--- config.mk ---
export PLATFORM = sky130hd
export DESIGN_NAME = vector_distance_unit_core
export DESIGN_NICKNAME = d
export VERILOG_FILES = /design/src/hdl/vdu_pkg.sv /design/src/hdl/vdu_front.sv /design/src/hdl/vdu_queue.sv /design/src/hdl/vdu_back.sv /design/src/hdl/vector_distance_unit_core.sv
export SDC_FILE = /design/constraint.sdc
export NUM_CORES = 1
export LEC_CHECK = 0
export BUFFER_PORTS_ARGS = -buffer_cell sky130_fd_sc_hd__buf_2
export CAP_MARGIN = 20
export CORE_ASPECT_RATIO = 2
export CORE_UTILIZATION = 60
export CTS_BUF_LIST = sky130_fd_sc_hd__clkbuf_8
export DETAILED_ROUTE_END_ITERATION = 8
export PLACE_DENSITY = 0.77
export SLEW_MARGIN = 10
export SYNTH_ARGS = -nofsm -noshare
export SYNTH_HDL_FRONTEND = slang
export SYNTH_HIERARCHICAL = 1
export SYNTH_SLANG_ARGS = --single-unit
--- constraint.sdc ---
create_clock -name clk -period 12.1 [get_ports clk]
set_input_delay 3.025 -clock clk [delete_from_list [all_inputs] [get_ports clk]]
set_output_delay 3.025 -clock clk [all_outputs]
set_load 0.005 [all_outputs]
--- src/hdl/vdu_pkg.sv ---
// Shared types and constants for the vector distance unit.
`timescale 1ns / 1ps

package vdu_pkg;

    localparam int ELEM_W = 16;
    localparam int DIFF_W = ELEM_W + 1;
    localparam int TERM_W = 2 * DIFF_W;
    localparam int ACC_W  = 40;
    localparam int DIST_W = 24;
    localparam int MODE_W = 2;
    localparam int OP_W   = 2;

    // Mode register codes
    localparam logic [MODE_W-1:0] MODE_EUCLID    = 2'd0;
    localparam logic [MODE_W-1:0] MODE_MANHATTAN = 2'd1;

    // Work codes passed from front to back
    localparam logic [OP_W-1:0] OP_SQUARE = 2'd0;
    localparam logic [OP_W-1:0] OP_SUM    = 2'd1;
    localparam logic [OP_W-1:0] OP_MAX    = 2'd2;

    typedef struct packed {
        logic signed [ELEM_W-1:0] elem_a;
        logic signed [ELEM_W-1:0] elem_b;
        logic                     last;
    } in_beat_t;

    typedef struct packed {
        logic [DIST_W-1:0] distance;
        logic              saturated;
    } out_beat_t;

    typedef struct packed {
        logic [TERM_W-1:0] term;
        logic [OP_W-1:0]   op;
        logic              last;
    } work_t;

    typedef struct packed {
        logic full;
        logic empty;
    } queue_status_t;

    typedef struct packed {
        logic pop;
        logic root_busy;
    } back_status_t;

endpackage

--- src/hdl/vdu_front.sv ---
// Front end: accepts element pairs, forms the magnitude of the difference and the term.
`timescale 1ns / 1ps

module vdu_front
(
    input  logic                        clk,
    input  logic                        rst_n,
    input  logic [vdu_pkg::MODE_W-1:0]  mode,
    input  logic                        in_valid,
    output logic                        in_stall,
    input  vdu_pkg::in_beat_t           in_data,
    input  vdu_pkg::queue_status_t      q_status,
    output logic                        push,
    output vdu_pkg::work_t              push_data
);

    logic                              f_valid_reg;
    logic                              f_valid_next;
    logic [vdu_pkg::DIFF_W-1:0]        f_mag_reg;
    logic [vdu_pkg::OP_W-1:0]          f_op_reg;
    logic                              f_last_reg;
    logic                              accept;
    logic signed [vdu_pkg::DIFF_W-1:0] diff;
    logic [vdu_pkg::DIFF_W-1:0]        mag;
    logic [vdu_pkg::OP_W-1:0]          op;
    logic [vdu_pkg::TERM_W-1:0]        square;

    assign push     = f_valid_reg && !q_status.full;
    assign in_stall = f_valid_reg && q_status.full;
    assign accept   = in_valid && !in_stall;

    always_comb
    begin
        diff = {in_data.elem_a[vdu_pkg::ELEM_W-1], in_data.elem_a}
             - {in_data.elem_b[vdu_pkg::ELEM_W-1], in_data.elem_b};
        mag  = diff[vdu_pkg::DIFF_W-1] ? vdu_pkg::DIFF_W'(-diff) : vdu_pkg::DIFF_W'(diff);
        if (mode == vdu_pkg::MODE_EUCLID)
            op = vdu_pkg::OP_SQUARE;
        else if (mode == vdu_pkg::MODE_MANHATTAN)
            op = vdu_pkg::OP_SUM;
        else
            op = vdu_pkg::OP_MAX;
    end

    // Square on the way into the queue; the queue entry registers the product.
    always_comb
    begin
        square = vdu_pkg::TERM_W'(f_mag_reg) * vdu_pkg::TERM_W'(f_mag_reg);
        push_data.op   = f_op_reg;
        push_data.last = f_last_reg;
        if (f_op_reg == vdu_pkg::OP_SQUARE)
            push_data.term = square;
        else
            push_data.term = vdu_pkg::TERM_W'(f_mag_reg);
    end

    always_comb
    begin
        if (accept)
            f_valid_next = 1'b1;
        else if (push)
            f_valid_next = 1'b0;
        else
            f_valid_next = f_valid_reg;
    end

    always_ff @(posedge clk or negedge rst_n)
    begin
        if (!rst_n)
            f_valid_reg <= 1'b0;
        else
            f_valid_reg <= f_valid_next;
    end

    always_ff @(posedge clk)
    begin
        if (accept)
        begin
            f_mag_reg  <= mag;
            f_op_reg   <= op;
            f_last_reg <= in_data.last;
        end
    end

endmodule

--- src/hdl/vdu_queue.sv ---
// Small work queue between the front end and the accumulate/root back end.
`timescale 1ns / 1ps

module vdu_queue
#(
    parameter int DEPTH = 4
)
(
    input  logic                   clk,
    input  logic                   rst_n,
    input  logic                   push,
    input  vdu_pkg::work_t         wr_data,
    input  logic                   pop,
    output vdu_pkg::work_t         rd_data,
    output vdu_pkg::queue_status_t status
);

    localparam int PTR_W = (DEPTH > 1) ? $clog2(DEPTH) : 1;
    localparam int CNT_W = $clog2(DEPTH + 1);

    vdu_pkg::work_t   mem_reg [DEPTH];
    logic [PTR_W-1:0] wr_ptr_reg;
    logic [PTR_W-1:0] wr_ptr_next;
    logic [PTR_W-1:0] rd_ptr_reg;
    logic [PTR_W-1:0] rd_ptr_next;
    logic [CNT_W-1:0] count_reg;
    logic [CNT_W-1:0] count_next;

    assign rd_data      = mem_reg[rd_ptr_reg];
    assign status.full  = (count_reg == CNT_W'(DEPTH));
    assign status.empty = (count_reg == '0);

    always_comb
    begin
        wr_ptr_next = wr_ptr_reg;
        rd_ptr_next = rd_ptr_reg;
        count_next  = count_reg;
        if (push)
            wr_ptr_next = (wr_ptr_reg == PTR_W'(DEPTH - 1)) ? '0 : wr_ptr_reg + 1'b1;
        if (pop)
            rd_ptr_next = (rd_ptr_reg == PTR_W'(DEPTH - 1)) ? '0 : rd_ptr_reg + 1'b1;
        if (push && !pop)
            count_next = count_reg + 1'b1;
        else if (pop && !push)
            count_next = count_reg - 1'b1;
    end

    always_ff @(posedge clk or negedge rst_n)
    begin
        if (!rst_n)
        begin
            wr_ptr_reg <= '0;
            rd_ptr_reg <= '0;
            count_reg  <= '0;
        end
        else
        begin
            wr_ptr_reg <= wr_ptr_next;
            rd_ptr_reg <= rd_ptr_next;
            count_reg  <= count_next;
        end
    end

    always_ff @(posedge clk)
    begin
        if (push)
            mem_reg[wr_ptr_reg] <= wr_data;
    end

endmodule

--- src/hdl/vdu_back.sv ---
// Back end: saturating accumulate or running maximum, iterative square root, result register.
`timescale 1ns / 1ps

module vdu_back
(
    input  logic                  clk,
    input  logic                  rst_n,
    input  logic                  q_valid,
    input  vdu_pkg::work_t        q_data,
    output vdu_pkg::back_status_t status,
    output logic                  out_valid,
    input  logic                  out_stall,
    output vdu_pkg::out_beat_t    out_data
);

    localparam logic ST_ACCUM = 1'b0;
    localparam logic ST_ROOT  = 1'b1;

    localparam int ACC_W  = vdu_pkg::ACC_W;
    localparam int DIST_W = vdu_pkg::DIST_W;

    logic               state_reg;
    logic               state_next;
    logic [ACC_W-1:0]   acc_reg;
    logic [ACC_W-1:0]   acc_next;
    logic               ovf_reg;
    logic               ovf_next;
    logic [ACC_W-1:0]   rad_reg;
    logic [ACC_W-1:0]   rad_next;
    logic [ACC_W-1:0]   root_reg;
    logic [ACC_W-1:0]   root_next;
    logic [ACC_W-1:0]   bit_reg;
    logic [ACC_W-1:0]   bit_next;
    logic               root_sat_reg;
    logic               root_sat_next;
    logic               out_valid_reg;
    logic               out_valid_next;
    vdu_pkg::out_beat_t out_data_reg;
    vdu_pkg::out_beat_t out_data_next;

    logic               slot_free;
    logic               pop;
    logic [ACC_W:0]     sum;
    logic [ACC_W-1:0]   upd;
    logic               upd_ovf;
    logic [ACC_W-1:0]   trial;
    logic               fits;
    logic [ACC_W-1:0]   rad_step;
    logic [ACC_W-1:0]   root_step;
    logic               root_adv;

    assign slot_free        = !out_valid_reg || !out_stall;
    assign pop              = (state_reg == ST_ACCUM) && q_valid && (!q_data.last || slot_free);
    assign root_adv         = (state_reg == ST_ROOT) && (!bit_reg[0] || slot_free);
    assign status.pop       = pop;
    assign status.root_busy = (state_reg == ST_ROOT);
    assign out_valid        = out_valid_reg;
    assign out_data         = out_data_reg;

    // Accumulator update for the entry at the queue head
    always_comb
    begin
        sum     = {1'b0, acc_reg} + (ACC_W + 1)'(q_data.term);
        upd     = acc_reg;
        upd_ovf = ovf_reg;
        case (q_data.op)
            vdu_pkg::OP_MAX:
            begin
                if (ACC_W'(q_data.term) > acc_reg)
                    upd = ACC_W'(q_data.term);
            end
            vdu_pkg::OP_SUM, vdu_pkg::OP_SQUARE:
            begin
                if (sum[ACC_W])
                begin
                    upd     = '1;
                    upd_ovf = 1'b1;
                end
                else
                    upd = sum[ACC_W-1:0];
            end
            default:
            begin
                upd = acc_reg;
            end
        endcase
    end

    // One digit of the restoring square root per cycle, the last once the result slot is free
    always_comb
    begin
        trial     = root_reg + bit_reg;
        fits      = (rad_reg >= trial);
        rad_step  = fits ? rad_reg - trial : rad_reg;
        root_step = fits ? (root_reg >> 1) + bit_reg : (root_reg >> 1);
    end

    always_comb
    begin
        state_next     = state_reg;
        acc_next       = acc_reg;
        ovf_next       = ovf_reg;
        rad_next       = rad_reg;
        root_next      = root_reg;
        bit_next       = bit_reg;
        root_sat_next  = root_sat_reg;
        out_valid_next = out_valid_reg && out_stall;
        out_data_next  = out_data_reg;
        case (state_reg)
            ST_ACCUM:
            begin
                if (pop)
                begin
                    if (!q_data.last)
                    begin
                        acc_next = upd;
                        ovf_next = upd_ovf;
                    end
                    else
                    begin
                        acc_next = '0;
                        ovf_next = 1'b0;
                        if (q_data.op == vdu_pkg::OP_SQUARE)
                        begin
                            state_next    = ST_ROOT;
                            rad_next      = upd;
                            root_next     = '0;
                            bit_next      = ACC_W'(1) << (ACC_W - 2);
                            root_sat_next = upd_ovf;
                        end
                        else
                        begin
                            out_valid_next = 1'b1;
                            if (upd > ACC_W'({DIST_W{1'b1}}))
                            begin
                                out_data_next.distance  = '1;
                                out_data_next.saturated = 1'b1;
                            end
                            else
                            begin
                                out_data_next.distance  = upd[DIST_W-1:0];
                                out_data_next.saturated = upd_ovf;
                            end
                        end
                    end
                end
            end
            ST_ROOT:
            begin
                if (root_adv)
                begin
                    rad_next  = rad_step;
                    root_next = root_step;
                    bit_next  = bit_reg >> 2;
                    if (bit_reg[0])
                    begin
                        state_next              = ST_ACCUM;
                        out_valid_next          = 1'b1;
                        out_data_next.distance  = root_step[DIST_W-1:0];
                        out_data_next.saturated = root_sat_reg;
                    end
                end
            end
            default:
            begin
                state_next = ST_ACCUM;
            end
        endcase
    end

    always_ff @(posedge clk or negedge rst_n)
    begin
        if (!rst_n)
        begin
            state_reg     <= ST_ACCUM;
            acc_reg       <= '0;
            ovf_reg       <= 1'b0;
            out_valid_reg <= 1'b0;
        end
        else
        begin
            state_reg     <= state_next;
            acc_reg       <= acc_next;
            ovf_reg       <= ovf_next;
            out_valid_reg <= out_valid_next;
        end
    end

    always_ff @(posedge clk)
    begin
        rad_reg      <= rad_next;
        root_reg     <= root_next;
        bit_reg      <= bit_next;
        root_sat_reg <= root_sat_next;
        out_data_reg <= out_data_next;
    end

endmodule

--- src/hdl/vector_distance_unit_core.sv ---
// Top level of the vector distance unit: mode register, front end, work queue, back end.
`timescale 1ns / 1ps

// Usage:
//   in_*  : one element pair per beat (elem_a, elem_b, last). Hold elem_b at
//           zero to get a norm of elem_a. The beat with last set closes a vector.
//   out_* : one beat per vector: distance (24 bits, clamped) and a saturated
//           flag for accumulator or output clamping.
//   cfg_* : writes the 2-bit mode (0 Euclidean, 1 Manhattan, 2 or 3 maximum
//           absolute difference). Always ready; write only while the unit is idle.
// Throughput: one pair per cycle while streaming. The Euclidean square root
// runs once per vector in the back end, one root digit per cycle; during it
// the queue of QUEUE_DEPTH entries plus the front register absorb the next
// vector's pairs, then in_stall rises.
// From the last beat to out_valid the result passes the front register, a
// queue entry and the result register; Euclidean adds the root steps.
// Reset: clears mode to Euclidean, the accumulator, the overflow flag, the
// queue and all valids.
// A receiver stall holds the result beat; the back end stops at the next
// result until the beat is taken, and the queue and front then fill and stall.

module vector_distance_unit_core
#(
    parameter int QUEUE_DEPTH = 4   // 2 to 32
)
(
    input  logic                       clk,
    input  logic                       rst_n,
    input  logic                       in_valid,
    output logic                       in_stall,
    input  vdu_pkg::in_beat_t          in_data,
    output logic                       out_valid,
    input  logic                       out_stall,
    output vdu_pkg::out_beat_t         out_data,
    input  logic                       cfg_valid,
    output logic                       cfg_ready,
    input  logic [vdu_pkg::MODE_W-1:0] cfg_data
);

    logic [vdu_pkg::MODE_W-1:0] mode_reg;
    logic [vdu_pkg::MODE_W-1:0] mode_next;
    logic                       push;
    vdu_pkg::work_t             push_data;
    vdu_pkg::work_t             head_data;
    vdu_pkg::queue_status_t     q_status;
    vdu_pkg::back_status_t      b_status;

    // The mode register takes a write beat in any cycle.
    assign cfg_ready = 1'b1;
    assign mode_next = (cfg_valid && cfg_ready) ? cfg_data : mode_reg;

    always_ff @(posedge clk or negedge rst_n)
    begin
        if (!rst_n)
            mode_reg <= vdu_pkg::MODE_EUCLID;
        else
            mode_reg <= mode_next;
    end

    // Front end: classify the pair by mode, square for Euclidean.
    vdu_front u_front
    (
        .clk       (clk),
        .rst_n     (rst_n),
        .mode      (mode_reg),
        .in_valid  (in_valid),
        .in_stall  (in_stall),
        .in_data   (in_data),
        .q_status  (q_status),
        .push      (push),
        .push_data (push_data)
    );

    // Decouple the front from the back so each can stall on its own.
    vdu_queue
    #(
        .DEPTH (QUEUE_DEPTH)
    )
    u_queue
    (
        .clk     (clk),
        .rst_n   (rst_n),
        .push    (push),
        .wr_data (push_data),
        .pop     (b_status.pop),
        .rd_data (head_data),
        .status  (q_status)
    );

    // Back end: accumulate, take the root, drive the result beat.
    vdu_back u_back
    (
        .clk       (clk),
        .rst_n     (rst_n),
        .q_valid   (!q_status.empty),
        .q_data    (head_data),
        .status    (b_status),
        .out_valid (out_valid),
        .out_stall (out_stall),
        .out_data  (out_data)
    );

`ifndef NO_ASSERTIONS
    // No queue entry is consumed while the square root is running.
    assert property (@(posedge clk) disable iff (!rst_n)
        b_status.root_busy |-> !b_status.pop)
        else $error("queue popped during square root");

    // The back end only pops a non-empty queue.
    assert property (@(posedge clk) disable iff (!rst_n)
        b_status.pop |-> !q_status.empty)
        else $error("pop from empty queue");

    // The front end stalls its input only when the queue is full.
    assert property (@(posedge clk) disable iff (!rst_n)
        in_stall |-> q_status.full)
        else $error("input stalled with room in queue");
`endif

endmodule
======== Word-level counts from Yosys, hierarchy flattened ========
Memory sizes are Yosys's and may differ from the RTL's.
Cells that the tools add are included.
storage, ports and cells
  RAM bits ................................ 148
  memories ................................ 1
  word-level logic and storage cells ...... 135
  output and inout bits ................... 28
  flip-flop bits (word level) ............. 219
cells by class
  magnitude comparators ................... 3
  add/sub/neg operators ................... 10
  multiply operators ...................... 1
  eq/ne operators ......................... 13
  reduce and logical (&&, ||, !) cells .... 33
  bitwise operators ....................... 1
  muxes and demuxes ....................... 54
memories
  name             depth  bits a word  rd ports  clocked after memory_dff  wr ports  line             RTL
  u_queue.mem_reg  4      37           1         0                         1         vdu_queue.sv:21  vdu_pkg::work_t mem_reg [DEPTH];
operators with widths
  kind                    count
  $mux W40                17
  $pmux W40 S2            4
  $mux W25                6
  $pmux W25 S2            1
  $add A40 B34 Y41        1
  $add A39 B40 Y40        1
  $add A40 B40 Y40        1
  $ge A40 B40 Y1          1
  $gt A34 B40 Y1          1
  $gt A40 B24 Y1 const B  1
  $sub A40 B40 Y40        1
  $mul A17 B17 Y34        1
  $mux W34                1
  $mux W1                 17
  $neg A17 Y17            1
  $sub A16 B16 Y17        1
  $mux W16                1
  $ne A2 B2 Y1 const B    5
  $reduce_and A5 Y1       2
  $logic_and A1 B1 Y1     9
  $logic_not A1 Y1        9
  $reduce_and A4 Y1       2
  $eq A2 B2 Y1 const B    3
  $logic_not A2 Y1        3
  15 further kinds        25

======== Logic depth before layout (Yosys ltp) ========
Gate-level depths: netlist (run 1).
An unclocked memory read counts as a cell.
  word-level depth ........................ 10
  mapped depth ............................ 27

======== Hierarchy ========
The synthesis (run 1) kept the hierarchy.
modules (own cells, without submodules)
  module                     sequential area each (µm²)  cells an instance  instances  area an instance (µm²)
  vdu_back                   4,859.7                     1,689              1          14,674.1
  vdu_front                  625.6                       1,166              1          10,331.2
  vdu_queue                  4,619.4                     230                1          5,745.5
  vector_distance_unit_core  50.0                        7                  1          87.6

======== Worst setup path after synthesis (run 1) ========
No wires, ideal clock.
  path kind ............................... in2reg
  start ................................... in out_stall
  end ..................................... reg u_back.rad_reg[0], enable pin
  arrival time ............................ 9,502 ps
  stages .................................. 5
  setup slack ............................. 2,099 ps
  path buffers ............................ 0
  path through ............................ and2_1 nor2_1 a21oi_1 a21oi_1 a21boi_0
between the ends
  word-level cells in the longest chain between the ends .. 6
RTL lines
  element                                                        line                             RTL
  from (decl)                                                    vector_distance_unit_core.sv:33  input logic out_stall,
  $logic_not A1 Y1 *                                             vdu_back.sv:52                   assign slot_free = !out_valid_reg || !out_stall;
  $logic_or A1 B1 Y1 *                                           vdu_back.sv:52
  $logic_or A1 B1 Y1, on equally long branches                   vdu_back.sv:54, vdu_back.sv:53
  $logic_and A1 B1 Y1, on equally long branches                  vdu_back.sv:54, vdu_back.sv:53
  $ne A2 B2 Y1 (no source line) or $ne A2 B1 Y1 (tied branches)  n/a
  $reduce_and A5 Y1 (no source line) *                           n/a
  to (signal assigned)                                           vdu_back.sv:191                  rad_reg <= rad_next;
  to (decl)                                                      vdu_back.sv:28                   logic [ACC_W-1:0] rad_reg;
Every way passes the cells marked *; elsewhere a longest branch is shown, timed or not.
A chain may end at the register's enable or synchronous reset.

==> results by group, run 1 <==
Setup path
  • CP most frequent cell: fa_1
  • Reg-to-reg slack, setup: ~5 ns
  • Startpoint Class: flop
  • Critical path data required time: between 10 and 15 ns
  • Crit path max fanout: 16
  • CP max stage cell: edfxtp_1
  • Slowest cell delay on critical path: around 0.70 ns
  • Crit path kind: reg -> reg
  • CP arrival: about 7.5 ns
  • Crit. End Element: flop
  • Reg2Reg Depth: 22
  • CP cell instances: inv_1 > nor2_1 > fa_1 > inv_1 > fa_1 > fa_1 > inv_1 > fa_1 > fa_1 > inv_1 > fa_1 > inv_1 > ha_1 > a21o_1 > a2111oi_0 > nor2_1 > nand3_1 > or3b_1 > a41oi_2 > o21ai_1 > xnor2_1 > nor2_1

STA
  • Tcrit/Tclk final: 0.594
  • Final Critical Period: around 7 ns
  • Hold Vio Cnt, Final: 0
  • Hold_ws: between 0.4 and 0.5 ns
  • Max-slew violation count: 0
  • Max-slew headroom: 0.269
  • RSZ-0062 raised after global routing: no
  • Slew @ Worst Pin: 1.09 ns
  • Fmax: approximately 0.14 GHz
  • Setup tns final: 0 ns
  • Clock skew: around 0.047 ns
  • Final setup viols: 0

Status
  • Outcome: complete, no violations

Hold path
  • Worst hold stages: 0
  • HP Class: reg -> reg

CTS
  • CTS root buf: clkbuf_8
  • CTS tree: done
  • # H-tree levels: 2
  • TritonCTS buffer count: roughly 50
  • Hold Buf Count CTS: 0
  • # Post-CTS Setup Buffers: 0
  • CTS max path bufs: 3
  • Clk_lat worst skew: 0.66 ns
  • CTS resizes: 0
  • Worst-path clk slew: roughly 0.070 ns
  • Sink Count: 347

Synthesis
  • Post-Syn Area: 0.0308 sq mm
  • Post-synth net total: ~3.6k
  • Cells after synthesis: 3,091
  • Avg Synthesized Cell Area: 9.97 sq um
  • Synth warnings: 6

Global routing
  • Met2 Resource Use GR: 0.651
  • Total GRT Usage: 0.336
  • Grt total ovfl: 0
  • Vias in the first global route: 25.3k
  • Pin count of the biggest net entering global routing: 66
  • GRT met3 Usage: 0.0396
  • Grt peak-use layer: met2
  • Met1 Track Usage GR: 0.291
  • Initial antenna violation count: 3
  • First-pass GRT wire length: between 100,000 and 150,000 microns

Floorplanning
  • Die area: roughly 0.052 sq mm
  • Starting density of the core: 0.607
  • DIE WIDTH: 162 microns
  • IO Pins: approximately 70
  • Num rows: between 100 and 150
  • Die Ht: 323 microns
  • Placeable Area: between 0.05 and 0.06 sq mm

Layout
  • Fillers: around 4.1k
  • Fraction of layout cells with a size suffix above 1: 0.0873
  • Finished Cell Area: between 0.03 and 0.04 sq mm
  • Final layout net count: approximately 3.6k
  • Layout area overhead: 6.23%
  • Largest register FFs: 148
  • Util after Layout: 0.645

Detailed routing
  • Post-route DRC: 0
  • Final WL: about 86,000 microns
  • Wire length per cell: 22.5 microns
  • Drt pass-1 iters: 6
  • Vias: around 24k
  • ANT nets after route: 0
  • Vias per inst: roughly 6.2
  • DRT iter0 DRCs: around 1.7k

Placed design
  • GPL Wtd Cong: 1.01
  • Area after DPL: between 0.03 and 0.04 sq mm
  • IO Port Bufs: between 60 and 70
  • HPWL after DPL: around 68,000 microns

Flow run
  • MaxCap Viol Count: 0
## placed cells by master (no fill, tap or decap), drive strengths merged, types with 96 or more instances in the layout
master,instances
inv,424
nand2,298
edfxtp,294
ha,284
fa,194
nor2,183
o21ai,175
a21oi,149
xnor2,125
and2,96
## final timing paths
kind / start / to
worst max-delay path: u_front/f_mag_reg[3] / u_queue/mem_reg[2][34]
worst min register to register: mode_reg[1] / u_front/f_op_reg[1]
min in group asynchronous: rst_n / u_back/acc_reg[3]
max in group asynchronous: rst_n / u_back/state_reg
worst min-delay path: mode_reg[1] / u_front/f_op_reg[1]
worst max register to register: u_front/f_mag_reg[3] / u_queue/mem_reg[2][34]
## through the flow
stage | cells | worst slack (ns)
3_5_place_dp | 3720 | 5.06
3_3_place_gp | 3720 | 5.22
6_report | 3819 | 4.92
5_1_grt | 3817 | 4.65
4_1_cts | 3815 | 5.02
2_1_floorplan | 3091 | 2.10
## metal layers
metal | share of wire | up-vias
li1 | - | 10800
met1 | 0.31 | 11500
met2 | 0.55 | 858
met3 | 0.039 | 359
met4 | 0.10 | 0
met5 | 0 | -
## worst max-delay path, delay by kind of cell, from the launching register on
kind,cells,cell delay [ns]
flops,1,0.70
simple gates,5,1.06
xor+xnor,1,0.17
fa+ha+maj,7,3.16
buf+inv,5,0.53
compound gates,4,1.25
## area by class of cell
class / count / area, sq um / share of cell area
antenna: 3 / 7.51 / 0.000229
clock inverter: 39 / 295 / 0.00902
tap: 654 / 818 / 0.0250
inverter: 403 / 1510 / 0.0462
timing repair buffer: 88 / 493 / 0.0151
multi-input combinational: 2229 / 18700 / 0.571
clock buffer: 56 / 771 / 0.0235
sequential: 347 / 10200 / 0.310
Power of run 1 is left out: the tool's default activity adds up to more than one toggle a clock period on the data nets, which glitch-free logic cannot reach.
==> inputs of run 2 (changes only) <==
- ABC_AREA: default -> 1
- clock period: 12.1 -> 6.8 ns (I/O delays scaled with it)
==> run 2 against run 1 <==
Net effect:
- non-clock buffer count grew 49
- critical path type unchanged
- design area grew 14%
- critical endpoint unchanged
- core utilization grew 0.30 points
- clock-buffer cell count is the same
- via count grew 35%
- global-route usage grew 7.2 points
- synthesized cell count grew 50%
- sequential cell count is the same
- setup slack lost 4.7 ns
- clock skew grew 0.0028 ns
- first-iteration DRC count grew 20%
- sequential share of layout area shrank 3.9 points
==> results by group, run 2 <==
Floorplanning
  • Num rows: ~130
  • Placeable Area: roughly 0.058 sq mm
  • IO Pins: a little under 70
  • Die area: slightly below 0.06 sq mm
  • DIE WIDTH: about 170 microns
  • Starting density of the core: 0.606
  • Die Ht: approximately 340 microns

Detailed routing
  • DRT iter0 DRCs: around 2.1k
  • Final WL: 119,000 microns
  • Vias per inst: 5.75
  • Wire length per cell: around 22 microns
  • Post-route DRC: 0
  • ANT nets after route: 0
  • Drt pass-1 iters: 6
  • Vias: approximately 32k

STA
  • Max-slew headroom: 0.204
  • Slew @ Worst Pin: 1.19 ns
  • Max-slew violation count: 0
  • Clock skew: 0.0494 ns
  • Setup tns final: 0 ns
  • Tcrit/Tclk final: 0.973
  • Hold Vio Cnt, Final: 0
  • Fmax: roughly 0.15 GHz
  • Final Critical Period: 6.61 ns
  • RSZ-0062 raised after global routing: no
  • Final setup viols: 0

Setup path
  • Critical path data required time: about 7.2 ns
  • Reg-to-reg slack, setup: 0.19 ns
  • Crit path max fanout: 11
  • Crit path kind: reg -> reg
  • R2R Path Start: u_front/f_mag_reg[4]
  • Slowest cell delay on critical path: approximately 0.61 ns
  • CP most frequent cell: fa_1
  • Startpoint Class: flop
  • CP cell instances: buf_4 > nand2_1 > inv_1 > fa_1 > inv_1 > fa_1 > fa_1 > inv_1 > fa_1 > fa_1 > inv_1 > fa_1 > inv_1 > ha_1 > nand2_1 > nor2_1 > nand3_1 > nand3_1 > nand4_1 > nand3_1 > nand2_1 > nor2_1
  • Crit. End Element: flop
  • CP max stage cell: edfxtp_1
  • Start point of the critical path: u_front/f_mag_reg[4]
  • CP arrival: about 7.1 ns

Synthesis
  • Avg Synthesized Cell Area: 7.54 sq um
  • Cells after synthesis: about 4.6k
  • Post-synth net total: 5,165
  • Post-Syn Area: roughly 0.035 sq mm
  • Synth warnings: 6

CTS
  • Worst-path clk slew: ~0.080 ns
  • CTS root buf: clkbuf_8
  • TritonCTS buffer count: 51
  • CTS tree: done
  • # H-tree levels: 2
  • # Post-CTS Setup Buffers: 0
  • Hold Buf Count CTS: 0
  • Sink Count: approximately 350
  • CTS max path bufs: 3
  • Clk_lat worst skew: between 0.6 and 0.7 ns

Layout
  • Commonest non-fill, non-tap cells in the layout: nand2_1 (1,213), inv_1 (956), nor2_1 (335), edfxtp_1 (294), ha_1 (284)
  • Fillers: around 5.2k
  • Fraction of layout cells with a size suffix above 1: 0.0645
  • Most common cell after layout, fill and taps aside: nand2_1
  • Finished Cell Area: between 0.03 and 0.04 sq mm
  • Largest register FFs: about 150
  • Final layout net count: 5,234
  • Layout area overhead: 6.94%
  • Cell Count, Final, Fillers Out: roughly 5.5k

Placed design
  • HPWL after DPL: 93,800 microns
  • IO Port Bufs: 66
  • Area after DPL: roughly 0.036 sq mm
  • GPL Wtd Cong: about 1.1
  • Placed cell count: between 5k and 6k

Global routing
  • Grt total ovfl: 0
  • First-pass GRT wire length: about 180,000 microns
  • Total GRT Usage: 0.409
  • Vias in the first global route: 33.4k
  • Pin count of the biggest net entering global routing: 94
  • Initial antenna violation count: 4

Hold path
  • Hold_sp: mode_reg[0]
  • HP Class: reg -> reg

Status
  • Outcome: complete, no violations

Flow run
  • MaxCap Viol Count: 0
run 2: what timing repair did:
action / in CTS / in global routing
resized for setup: 0 / 2
endpoints found under the setup margin: 0 / 12
endpoints found under the hold margin: 0 / 0
run 2: layout make-up:
| class | instances | area, sq um | area share |
|---|---|---|---|
| tap | 762 | 953 | 0.0254 |
| clock buffer | 56 | 771 | 0.0206 |
| sequential | 347 | 10200 | 0.271 |
| antenna | 4 | 10.0 | 0.000267 |
| multi-input combinational | 3200 | 20600 | 0.550 |
| timing repair buffer | 137 | 913 | 0.0244 |
| clock inverter | 38 | 395 | 0.0105 |
| inverter | 979 | 3680 | 0.0981 |
run 2: final timing paths:
kind,cells past startpoint,endpoint
max,22,u_queue/mem_reg[2][34]
min,2,mode_reg[0]
max reg2reg,22,u_queue/mem_reg[2][34]
min reg2reg,2,mode_reg[0]
max in group asynchronous,2,u_queue/count_reg[2]
min in group asynchronous,2,mode_reg[0]
run 2: stage by stage:
stage	hold slack (ns)	setup WS (ns)	util
floorplan	0.442	1.01	-
global placement	0.460	0.495	0.627
detailed placement	0.468	0.427	0.627
CTS	0.485	0.373	0.647
global route	0.508	0.0120	0.648
finish	0.482	0.185	0.648
run 2: routing by layer:
layer,vias up,GRT usage,part of all wire
li1,15000,-,-
met1,14800,0.326,0.29
met2,1287,0.776,0.53
met3,680,0.0768,0.055
met5,-,0,0.000084
met4,2,0.461,0.13
run 2: worst max-delay path, delay by kind of cell, from the launching register on:
family,cells,cell delay (ns)
simple gates,9,1.90
flops,1,0.61
fa+ha+maj,7,3.27
buf+inv,6,0.61
Power of run 2 is left out for the same reason.
